### config.mk
export PLATFORM = sky130hd
export DESIGN_NAME = lru_key_value_cache_core
export DESIGN_NICKNAME = d
export VERILOG_FILES = /design/src/lkvc_pkg.sv /design/src/lkvc_ctrl.sv /design/src/lkvc_datapath.sv /design/src/lru_key_value_cache_core.sv
export SDC_FILE = /design/constraint.sdc
export NUM_CORES = 2
export LEC_CHECK = 0
export ABC_AREA = 0
export BUFFER_PORTS_ARGS = -buffer_cell sky130_fd_sc_hd__buf_2
export CORE_MARGIN = 2
export CORE_UTILIZATION = 50
export CTS_BUF_LIST = sky130_fd_sc_hd__clkbuf_8
export CTS_CLUSTER_DIAMETER = 200
export DETAILED_ROUTE_END_ITERATION = 10
export PLACE_DENSITY = 0.69
export SLEW_MARGIN = 20
export SYNTH_ARGS = -nofsm -noshare
export SYNTH_HDL_FRONTEND = slang
export SYNTH_SLANG_ARGS = --single-unit
### constraint.sdc
create_clock -name clk -period 5.5 [get_ports clk]
set_input_delay 1.1 -clock clk [delete_from_list [all_inputs] [get_ports clk]]
set_output_delay 1.1 -clock clk [all_outputs]
set_load 0.02 [all_outputs]
### src/lkvc_pkg.sv
// shared constants and types for the lru key-value cache
`default_nettype none
package lkvc_pkg;

	localparam int CAPACITY = 16;
	localparam int KEY_W    = 32;
	localparam int VAL_W    = 32;
	localparam int CFG_W    = 5;
	localparam int IDX_W    = (CAPACITY > 1) ? $clog2(CAPACITY) : 1;
	localparam int RANK_W   = IDX_W;
	localparam int CNT_W    = $clog2(CAPACITY + 1);
	localparam int CMP_W    = (CNT_W > CFG_W) ? CNT_W : CFG_W;

	localparam logic [CFG_W-1:0] CAP_RESET = CFG_W'(16);

	localparam logic CMD_GET = 1'b0;
	localparam logic CMD_PUT = 1'b1;

	localparam logic [VAL_W-1:0] MISS_VALUE = {VAL_W{1'b1}};

	typedef struct packed {
		logic load_req;
		logic find;
		logic apply;
	} ctrl_cmd_t;

endpackage
`default_nettype wire

### src/lkvc_ctrl.sv
// request sequencer: accept, lookup, apply and output handshake
`default_nettype none
module lkvc_ctrl (
	input  wire                 clk,
	input  wire                 arst_n,
	input  wire                 s_tvalid,
	output logic                s_tready,
	output logic                m_tvalid,
	input  wire                 m_tready,
	output lkvc_pkg::ctrl_cmd_t cmd
);

	typedef enum logic [1:0] {
		S_IDLE,
		S_FIND,
		S_APPLY
	} state_t;

	state_t state_q;
	logic   out_free;

	assign out_free     = !m_tvalid || m_tready;
	assign s_tready     = (state_q == S_IDLE);
	assign cmd.load_req = s_tvalid && s_tready;
	assign cmd.find     = (state_q == S_FIND);
	assign cmd.apply    = (state_q == S_APPLY) && out_free;

	always_ff @(posedge clk or negedge arst_n) begin
		if (!arst_n) begin
			state_q  <= S_IDLE;
			m_tvalid <= 1'b0;
		end else begin
			if (cmd.apply) begin
				m_tvalid <= 1'b1;
			end else if (m_tvalid && m_tready) begin
				m_tvalid <= 1'b0;
			end
			unique case (state_q)
				S_IDLE: begin
					if (s_tvalid) begin
						state_q <= S_FIND;
					end
				end
				S_FIND: begin
					state_q <= S_APPLY;
				end
				S_APPLY: begin
					if (out_free) begin
						state_q <= S_IDLE;
					end
				end
				default: begin
					state_q <= S_IDLE;
				end
			endcase
		end
	end

`ifndef SYNTH
	// a result is only written into a free output register
	a_apply_free: assert property (@(posedge clk) disable iff (!arst_n)
		cmd.apply |-> (!m_tvalid || m_tready))
		else $error("result written over a pending word");

	a_apply_valid: assert property (@(posedge clk) disable iff (!arst_n)
		cmd.apply |=> m_tvalid)
		else $error("applied request gave no output word");

	a_accept_find: assert property (@(posedge clk) disable iff (!arst_n)
		cmd.load_req |=> (cmd.find && !s_tready))
		else $error("accepted request not looked up");
`endif

endmodule
`default_nettype wire

### src/lkvc_datapath.sv
// entry store, key match, recency ranks and result register
`default_nettype none
module lkvc_datapath (
	input  wire                              clk,
	input  wire                              arst_n,
	input  lkvc_pkg::ctrl_cmd_t              cmd,
	input  wire                              cfg_valid,
	input  wire  [lkvc_pkg::CFG_W-1:0]       cfg_data,
	input  wire                              req_command,
	input  wire  [lkvc_pkg::KEY_W-1:0]       req_key,
	input  wire  [lkvc_pkg::VAL_W-1:0]       req_value,
	output logic                             out_hit,
	output logic [lkvc_pkg::VAL_W-1:0]       out_read_value,
	output logic                             out_evicted,
	output logic [lkvc_pkg::KEY_W-1:0]       out_evicted_key
);

	localparam int N = lkvc_pkg::CAPACITY;

	logic [lkvc_pkg::CFG_W-1:0]  cap_q;
	logic                        cmd_q;
	logic [lkvc_pkg::KEY_W-1:0]  key_q;
	logic [lkvc_pkg::VAL_W-1:0]  val_q;

	logic [lkvc_pkg::KEY_W-1:0]  keys_q [N];
	logic [lkvc_pkg::VAL_W-1:0]  vals_q [N];
	logic [N-1:0]                valid_q;
	logic [lkvc_pkg::RANK_W-1:0] rank_q [N];
	logic [lkvc_pkg::CNT_W-1:0]  used_q;

	// lookup results
	logic [N-1:0]                hit_vec;
	logic [lkvc_pkg::IDX_W-1:0]  hit_idx, free_idx, old_idx;
	logic [lkvc_pkg::CMP_W-1:0]  cap_ext, limit, used_ext;
	logic                        room;

	logic                        hit_s2;
	logic                        insert_s2;
	logic [lkvc_pkg::IDX_W-1:0]  tgt_s2;

	// apply stage
	logic [lkvc_pkg::RANK_W-1:0] tgt_rank;
	logic                        is_put;
	logic                        do_touch;
	logic                        do_write;

	assign cap_ext  = lkvc_pkg::CMP_W'(cap_q);
	assign used_ext = lkvc_pkg::CMP_W'(used_q);

	always_comb begin
		if (cap_ext == '0) begin
			limit = lkvc_pkg::CMP_W'(1);
		end else if (cap_ext > lkvc_pkg::CMP_W'(N)) begin
			limit = lkvc_pkg::CMP_W'(N);
		end else begin
			limit = cap_ext;
		end
	end

	assign room = (used_ext < limit);

	always_comb begin
		hit_idx  = '0;
		old_idx  = '0;
		free_idx = '0;
		for (int i = 0; i < N; i++) begin
			hit_vec[i] = valid_q[i] && (keys_q[i] == key_q);
			if (hit_vec[i]) begin
				hit_idx = hit_idx | lkvc_pkg::IDX_W'(i);
			end
			// ranks form a permutation, so the least recent is the one at used-1
			if (valid_q[i] &&
			    (lkvc_pkg::CNT_W'(rank_q[i]) == used_q - lkvc_pkg::CNT_W'(1))) begin
				old_idx = old_idx | lkvc_pkg::IDX_W'(i);
			end
		end
		for (int i = N - 1; i >= 0; i--) begin
			if (!valid_q[i]) begin
				free_idx = lkvc_pkg::IDX_W'(i);
			end
		end
	end

	assign tgt_rank = rank_q[tgt_s2];
	assign is_put   = (cmd_q == lkvc_pkg::CMD_PUT);
	assign do_touch = hit_s2 || is_put;
	assign do_write = is_put;

	always_ff @(posedge clk or negedge arst_n) begin
		if (!arst_n) begin
			cap_q   <= lkvc_pkg::CAP_RESET;
			valid_q <= '0;
			used_q  <= '0;
			for (int i = 0; i < N; i++) begin
				rank_q[i] <= '0;
			end
		end else begin
			if (cfg_valid) begin
				cap_q <= cfg_data;
			end
			if (cmd.apply && do_touch) begin
				for (int i = 0; i < N; i++) begin
					if (lkvc_pkg::IDX_W'(i) == tgt_s2) begin
						rank_q[i] <= '0;
					end else if (valid_q[i] && (insert_s2 || rank_q[i] < tgt_rank)) begin
						rank_q[i] <= rank_q[i] + lkvc_pkg::RANK_W'(1);
					end
				end
				if (insert_s2) begin
					valid_q[tgt_s2] <= 1'b1;
					used_q          <= used_q + lkvc_pkg::CNT_W'(1);
				end
			end
		end
	end

	always_ff @(posedge clk) begin
		if (cmd.load_req) begin
			cmd_q <= req_command;
			key_q <= req_key;
			val_q <= req_value;
		end
		if (cmd.find) begin
			hit_s2    <= |hit_vec;
			insert_s2 <= !(|hit_vec) && room;
			if (|hit_vec) begin
				tgt_s2 <= hit_idx;
			end else if (room) begin
				tgt_s2 <= free_idx;
			end else begin
				tgt_s2 <= old_idx;
			end
		end
		if (cmd.apply) begin
			out_hit         <= hit_s2;
			out_evicted     <= is_put && !hit_s2 && !insert_s2;
			out_evicted_key <= (is_put && !hit_s2 && !insert_s2) ? keys_q[tgt_s2] : '0;
			if (is_put) begin
				out_read_value <= '0;
			end else if (hit_s2) begin
				out_read_value <= vals_q[tgt_s2];
			end else begin
				out_read_value <= lkvc_pkg::MISS_VALUE;
			end
			if (do_write) begin
				vals_q[tgt_s2] <= val_q;
				if (!hit_s2) begin
					keys_q[tgt_s2] <= key_q;
				end
			end
		end
	end

`ifndef SYNTH
	a_keys_unique: assert property (@(posedge clk) disable iff (!arst_n)
		$onehot0(hit_vec))
		else $error("key held in more than one entry");

	a_used_count: assert property (@(posedge clk) disable iff (!arst_n)
		$countones(valid_q) == int'(used_q))
		else $error("fill count disagrees with valid entries");

	a_insert_room: assert property (@(posedge clk) disable iff (!arst_n)
		(cmd.apply && insert_s2) |-> !valid_q[tgt_s2])
		else $error("insert into an occupied entry");
`endif

endmodule
`default_nettype wire

### src/lru_key_value_cache_core.sv
// top level of the fully associative lru key-value cache
// a request is accepted, matched, then applied into the output register; apply waits until that register is free
// requests: a new one is taken only once the previous one is applied, set by the single match and apply sequence
// a result may wait in the output register while the next request is taken
// reset: arst_n clears valid bits, ranks, fill count and sets capacity_in_use to 16
`default_nettype none
module lru_key_value_cache_core (
	input  wire                           clk,
	input  wire                           arst_n,
	input  wire                           s_tvalid,
	output logic                          s_tready,
	input  wire  [63:0]                   s_tdata,  // req_key[31:0], req_value[63:32]
	input  wire  [0:0]                    s_tuser,  // command[0]
	output logic                          m_tvalid,
	input  wire                           m_tready,
	output logic [63:0]                   m_tdata,  // read_value[31:0], evicted_key[63:32]
	output logic [1:0]                    m_tuser,  // hit[0], evicted[1]
	input  wire                           cfg_valid,
	output logic                          cfg_ready,
	input  wire  [lkvc_pkg::CFG_W-1:0]    cfg_data  // capacity_in_use
);

	lkvc_pkg::ctrl_cmd_t cmd;

	assign cfg_ready = 1'b1;

	lkvc_ctrl u_ctrl (
		.clk      (clk),
		.arst_n   (arst_n),
		.s_tvalid (s_tvalid),
		.s_tready (s_tready),
		.m_tvalid (m_tvalid),
		.m_tready (m_tready),
		.cmd      (cmd)
	);

	lkvc_datapath u_dp (
		.clk             (clk),
		.arst_n          (arst_n),
		.cmd             (cmd),
		.cfg_valid       (cfg_valid),
		.cfg_data        (cfg_data),
		.req_command     (s_tuser[0]),
		.req_key         (s_tdata[31:0]),
		.req_value       (s_tdata[63:32]),
		.out_hit         (m_tuser[0]),
		.out_read_value  (m_tdata[31:0]),
		.out_evicted     (m_tuser[1]),
		.out_evicted_key (m_tdata[63:32])
	);

endmodule
`default_nettype wire
[Word level (Yosys, flattened, before mapping)]
Memory sizes are Yosys's and may differ from the RTL's. A register that Yosys moved wholly into a read port is not among the register bits.
Cells that the tools add are included.
Word-level totals
  bits in registers: 198
  input bits: 75
  output and inout port bits: 69
  memories: 2
  logic and storage cells: 341
  RAM bits: 1024
Memories
  u_dp.keys_q: words 16, bits a word 32, read ports 17, clocked after memory_dff 1, wr ports 1, line lkvc_datapath.sv:25  | logic [lkvc_pkg::KEY_W-1:0] keys_q [N];
  u_dp.vals_q: words 16, bits a word 32, read ports 1, clocked after memory_dff 1, wr ports 1, line lkvc_datapath.sv:26  | logic [lkvc_pkg::VAL_W-1:0] vals_q [N];
Cells by class
  multiplexer cells: 101
  bitwise logic cells: 2
  equality and inequality tests: 50
  reduce and logical (&&, ||, !) cells: 117
  order comparisons: 21
  add/sub/neg operators: 18
Operator list (count)
  equality test 32 bit: 16
  two-way mux 4 bit: 69
  equality test 4 x 5 -> 1 bit: 15
  adder 4 x 1 -> 4 bit, second input constant: 16
  less-than comparator 4 bit: 16
  logical AND 1 bit: 55
  AND reduction 2 bit: 18
  nonzero test 2 bit: 17
  equality test 4 bit, first input constant: 8
  two-way mux 32 bit: 1
  two-way mux 3 bit: 8
  logical OR 1 bit: 18
  binary-select mux 4 bit (select 4 bit): 1
  equality test 3 x 4 -> 1 bit, first input constant: 4
  OR 16 bit: 1
  OR reduction 16 bit: 1
  two-way mux 1 bit: 12
  two-way mux 2 bit: 6
  two-way mux 5 bit: 2
  equality test 2 x 4 -> 1 bit, first input constant: 2
  one-hot mux 2 bit (3 select lines): 1
  adder 5 x 1 -> 5 bit, second input constant: 1
  greater-or-equal comparator 5 bit, second input constant: 1
  greater-than comparator 5 bit, second input constant: 1
  other kinds (15): 19

[Depth between registers and ports, before layout]
  word-level depth: 21
  mapped depth: 15
  gate-level depth less buffers: 11

[Modules after synthesis]
A second synthesis with hierarchy kept.
Second synthesis, totals
  cells, all modules: 3517
  area, all modules: 57959.3 um^2
Modules (own cells, without submodules)
  lkvc_datapath: area each 57815.4 um^2, sequential area each 37196.9 um^2, cells each 3503, times used 1
  lkvc_ctrl: area each 132.6 um^2, sequential area each 75.1 um^2, cells each 12, times used 1
  lru_key_value_cache_core: area each 11.3 um^2, sequential area each 0.0 um^2, cells each 2, times used 1

[Worst setup path after synthesis]
Ideal clock, no wire load.
  path kind: input-to-reg
  start point: input port m_tready
  end point: memory u_dp.keys_q[7][0] in the netlist's numbering, enable pin
  slack: -352 ps
  data required time: 5079 ps
  library setup time: 421 ps
  arrival: 5431 ps
  cell stages on the path: 7
  path buffers: 2
  path through: nand2b_1 -> and2_1 -> nand2_1 -> or2_2 -> clkbuf_1 -> clkbuf_1 -> nor2_1
RTL lines
  start: declaration: line lru_key_value_cache_core.sv:15  | input wire m_tready,
  end: declaration: line lkvc_datapath.sv:25

[Worst setup path after layout]
  start point: register u_dp.tgt_s2[1] in the netlist's numbering
  end point: register u_dp.rank_q[51] in the netlist's numbering
On the way
  word-level cells in the longest chain between the ends: 9
  elaborated cells on any way between the ends: 11
  those cells by class: order compare (1); eq/ne (1); mux (4); bitwise (1); reduce/logical (4)
Ends and longest elaborated chain
  start: declaration: line lkvc_datapath.sv:39  | logic [lkvc_pkg::IDX_W-1:0] tgt_s2;
  start signal: assignment: line lkvc_datapath.sv:127  | tgt_s2 <= hit_idx;
  start signal: assignment: line lkvc_datapath.sv:129  | tgt_s2 <= free_idx;
  start signal: assignment: line lkvc_datapath.sv:131  | tgt_s2 <= old_idx;
  NOT 4 -> 5 bit (implied by the code): line lkvc_datapath.sv:84  | assign tgt_rank = rank_q[tgt_s2];
  binary-select mux 4 bit (select 4 bit): line lkvc_datapath.sv:84
  two-way mux 4 bit (implied by the code) (2 in a row): line lkvc_datapath.sv:84
  less-than comparator 4 bit: line lkvc_datapath.sv:105  | end else if (valid_q[i] && (insert_s2 || rank_q[i] < tgt_rank)) begin
  logical OR 1 bit: line lkvc_datapath.sv:105
  logical AND 1 bit: line lkvc_datapath.sv:105
  nonzero test 2 bit (no source line)
  AND reduction 2 bit (no source line)
  end signal: indexed assignment: line lkvc_datapath.sv:106  | rank_q[i] <= rank_q[i] + lkvc_pkg::RANK_W'(1);
  end: declaration: line lkvc_datapath.sv:28  | logic [lkvc_pkg::RANK_W-1:0] rank_q [N];
Several ways; a longest one is shown, not always the timed one. The select of a mux whose other input is x is not followed.
A chain may end at the register's enable or synchronous reset.

==> impl_results.md <==
- CTS tree: yes
- Total grt overflow: 0
- Worst skew pair latency: 0.92 ns
- Outcome: finished clean
- Area leader, netlist: edfxtp_1
- Synth top area cells: edfxtp_1 (60%), mux4_2 (13%), xor2_1 (5.8%), dfrtp_1 (4.0%), xnor2_1 (3.0%)
- # hold bufs at CTS: 0
- Initial antenna violation count: 16
- Netlist Area Pre-Place: 0.0580 mm²
- Sequential fraction of the synthesis area: 64.2%
- Final nets: 3941
- Initial Util: about half
- Global-route wire length before repair: 257000 µm
- Final period utilization: between 70% and 80%
- DR DRC count: 0
- GR Util All Layers: 30.7%
- Synth Warn #: 0
- DIE WIDTH: 345 µm
- Die height: 345 µm
- Htree depth: 4
- Worst setup EP type: register
- RR Endpoint: u_dp.rank_q[51]
- Antenna-violating nets left: 0
- # setup viols final: 0
- Syn avg cell area: 16.5 µm²
- Clk_skew: 0.0447 ns
- # fillers: 8807
- Max VDD drop: 329 µV
- Reg2reg start: u_dp.tgt_s2[1]
- Worst r2r path cells: 12
- Max Cap Viol: 0
- Reg2Reg Setup Slack: 1.33 ns
- Final GP Congestion: roughly 0.99
- Total wire length: between 150000 and 200000 µm
- Routed len/inst: 33.0 µm
- Critical path peak fanout: 17
- Post-synth EDFFs: 1161
- Post_cts resized: 0
- Largest net degree at the start of global routing: 93
- Vias per cell: 6.50
- Detailed-route via count: between 30000 and 40000
- Synthesis-stage register bit count: roughly 1300
- Worst-path clk slew: 0.06 ns
- Syn Inst Count: 3518
- Vias in the first global route: 34600
- Worst setup endpoint: u_dp.rank_q[51]
- Distinct cells, synth: 76
- Crit. Startpoint: u_dp.tgt_s2[1]
- Min Tclk post-route: 4.17 ns
- Ys async rst share: 7.39%
- CP required: 6.33 ns
- RSZ-0062 raised after global routing: no
- LEAKAGE: 21.8 nW
- Slew headroom: between 10% and 20%
- Final WS setup: 1.33 ns
- Root Buffer: clkbuf_8
- IO Port Bufs: 142
- Number of DRC markers in iteration 0: 4781
- I/O pin count: 144
- Arrival time at the worst endpoint: about 5 ns
- HP Class: in2async
- Most used DFF post-synth: edfxtp_1
- First-pass iteration count of the detailed router: 6
- Measured slew at the worst slew-check pin: 1.27 ns
- Pre-CTS setup slack: 1.38 ns
- Cell Rows: 124
- Core area: 0.115 mm²
- Fmax: roughly 240 MHz
- CTS Buffer Depth: 3
- Area Growth Syn to Fin: 11.8%
- DIE AREA: 0.119 mm²
- Kind of critical path: reg2reg
- Power per cell area: 444 mW/mm²
- Mapped Nets: about 3700
- Layout cells sized above 1: 23.2%
- Number of buffers created by CTS: 205
- Post-CTS setup buffer count: 0
- Fin Setup TNS: 0 ns
- Area of the multi-input gates: 0.0199 mm²
- Final Hold Vio Count: 0
- Synth top area share: 60.1%
- HPWL after DPL: 124000 µm
- Register area: about 0.037 mm²
- Sinks on the clock net: 1258
- Startpoint types: register
- Max Slew Vio Count: 0
==> cells in the final DEF (no fill, tap or decap), types with 71 or more instances in the layout <==
cell type | Yosys | final
buf_2 | 78 | 141
mux4_2 | 339 | 339
edfxtp_1 | 1161 | 1161
xor2_1 | 382 | 382
nand3_1 | 71 | 71
buf_4 | 4 | 110
xnor2_1 | 196 | 196
nand2_1 | 122 | 122
clkbuf_8 | 0 | 212
nand4_1 | 95 | 95
inv_1 | 66 | 140
dfrtp_1 | 92 | 92
nor4_1 | 157 | 157
==> how the worst min path moves through the flow <==
stage                             to  slack, ns
floorplan               u_dp.out_hit       0.42
finish               u_dp.cap_ext[0]       0.20
CTS                 u_dp.valid_q[15]       0.16
detailed placement   u_dp.cap_ext[0]       0.50
global route        u_dp.valid_q[15]       0.22
global placement     u_dp.cap_ext[0]       0.50
==> cell type report <==
class / instances / area share, %
flip-flops and latches: 1258 / 57.5
multi-input cells: 2006 / 30.7
clock buffers: 212 / 4.50
well taps: 1512 / 2.92
repair buffers: 259 / 2.59
clock inverters: 166 / 1.43
inverters: 66 / 0.382
diodes: 7 / 0.0270
==> where the power goes <==
| part | total [W] | switching, W | internal (W) |
|---|---|---|---|
| Sequential | 0.0122 | 0.000999 | 0.0112 |
| Combinational | 0.00883 | 0.00497 | 0.00385 |
| Clock | 0.00775 | 0.00387 | 0.00388 |
| Total | 0.0288 | 0.00984 | 0.0190 |
==> state kept, by name (all words and copies together), names as in the netlist, 2 cells and up, named ones only <==
name and cells:
u_dp.rank_q 64, u_dp.out_read_value 32, u_dp.tgt_s2 4, u_dp.vals_q 512, u_dp.keys_q 512, u_dp.cap_ext 5
u_dp.used_ext 5, u_dp.out_evicted_key 32, u_ctrl.state_q 2, u_dp.val_q 32, u_dp.key_q 32, u_dp.valid_q 16
==> critical path, stage by stage, from the launching register on <==
cell and delay (ns):
edfxtp_1 0.80, buf_4 0.34, mux4_2 0.32, mux4_2 0.46
inv_1 0.54, ha_1 0.36, nor3_1 0.15, nor2_1 0.06
o41a_1 0.11, a31oi_1 0.36, nand4_1 0.16, or3_1 0.36
o21ai_0 0.07
==> routing by layer <==
layer  GRT usage (%)  wire length (µm)  vias up
li1                -                 -    14500
met1            43.1             70100    18400
met2            45.5             81600     2311
met3            8.40             21500      371
met4            12.5              7590       18
met5               0               114        -
==> cells by family (layout without fill, tap and decap cells) <==
logic type | count (synthesis) | count (layout) | synth area share (%)
fa+ha+maj | 70 | 70 | 1.51
mux | 355 | 355 | 13.4
buf+inv | 254 | 703 | 1.87
compound gates | 232 | 232 | 2.67
xor+xnor | 583 | 583 | 8.91
flops | 1258 | 1258 | 64.2
simple gates | 765 | 765 | 7.34
other cells | 1 | 8 | 0.00646
==> cell usage after synthesis (all sizes together) (25+ instances only) <==
master	instances
a21oi	70
buf	108
clkbuf	80
dfrtp	92
edfxtp	1161
ha	70
inv	66
mux4	339
nand2	122
nand2b	25
nand3	71
nand4	95
nor2	88
nor2b	45
nor3	68
nor4	157
o21ai	52
xnor2	197
xor2	382
==> through the flow <==
step | hold slack [ns] | util, % | area, µm² | std cells | total power [W]
CTS | 0.158 | 56.6 | 64800 | 5479 | 0.0288
finish | 0.198 | 56.6 | 64900 | 5486 | 0.0288
global placement | 0.496 | 53.2 | 61000 | 5101 | 0.0210
floorplan | 0.424 | - | 58000 | 3518 | 0.0182
global route | 0.219 | 56.6 | 64800 | 5480 | 0.0299
detailed placement | 0.499 | 53.2 | 61000 | 5101 | 0.0211
(Power assumes the default switching activity.)
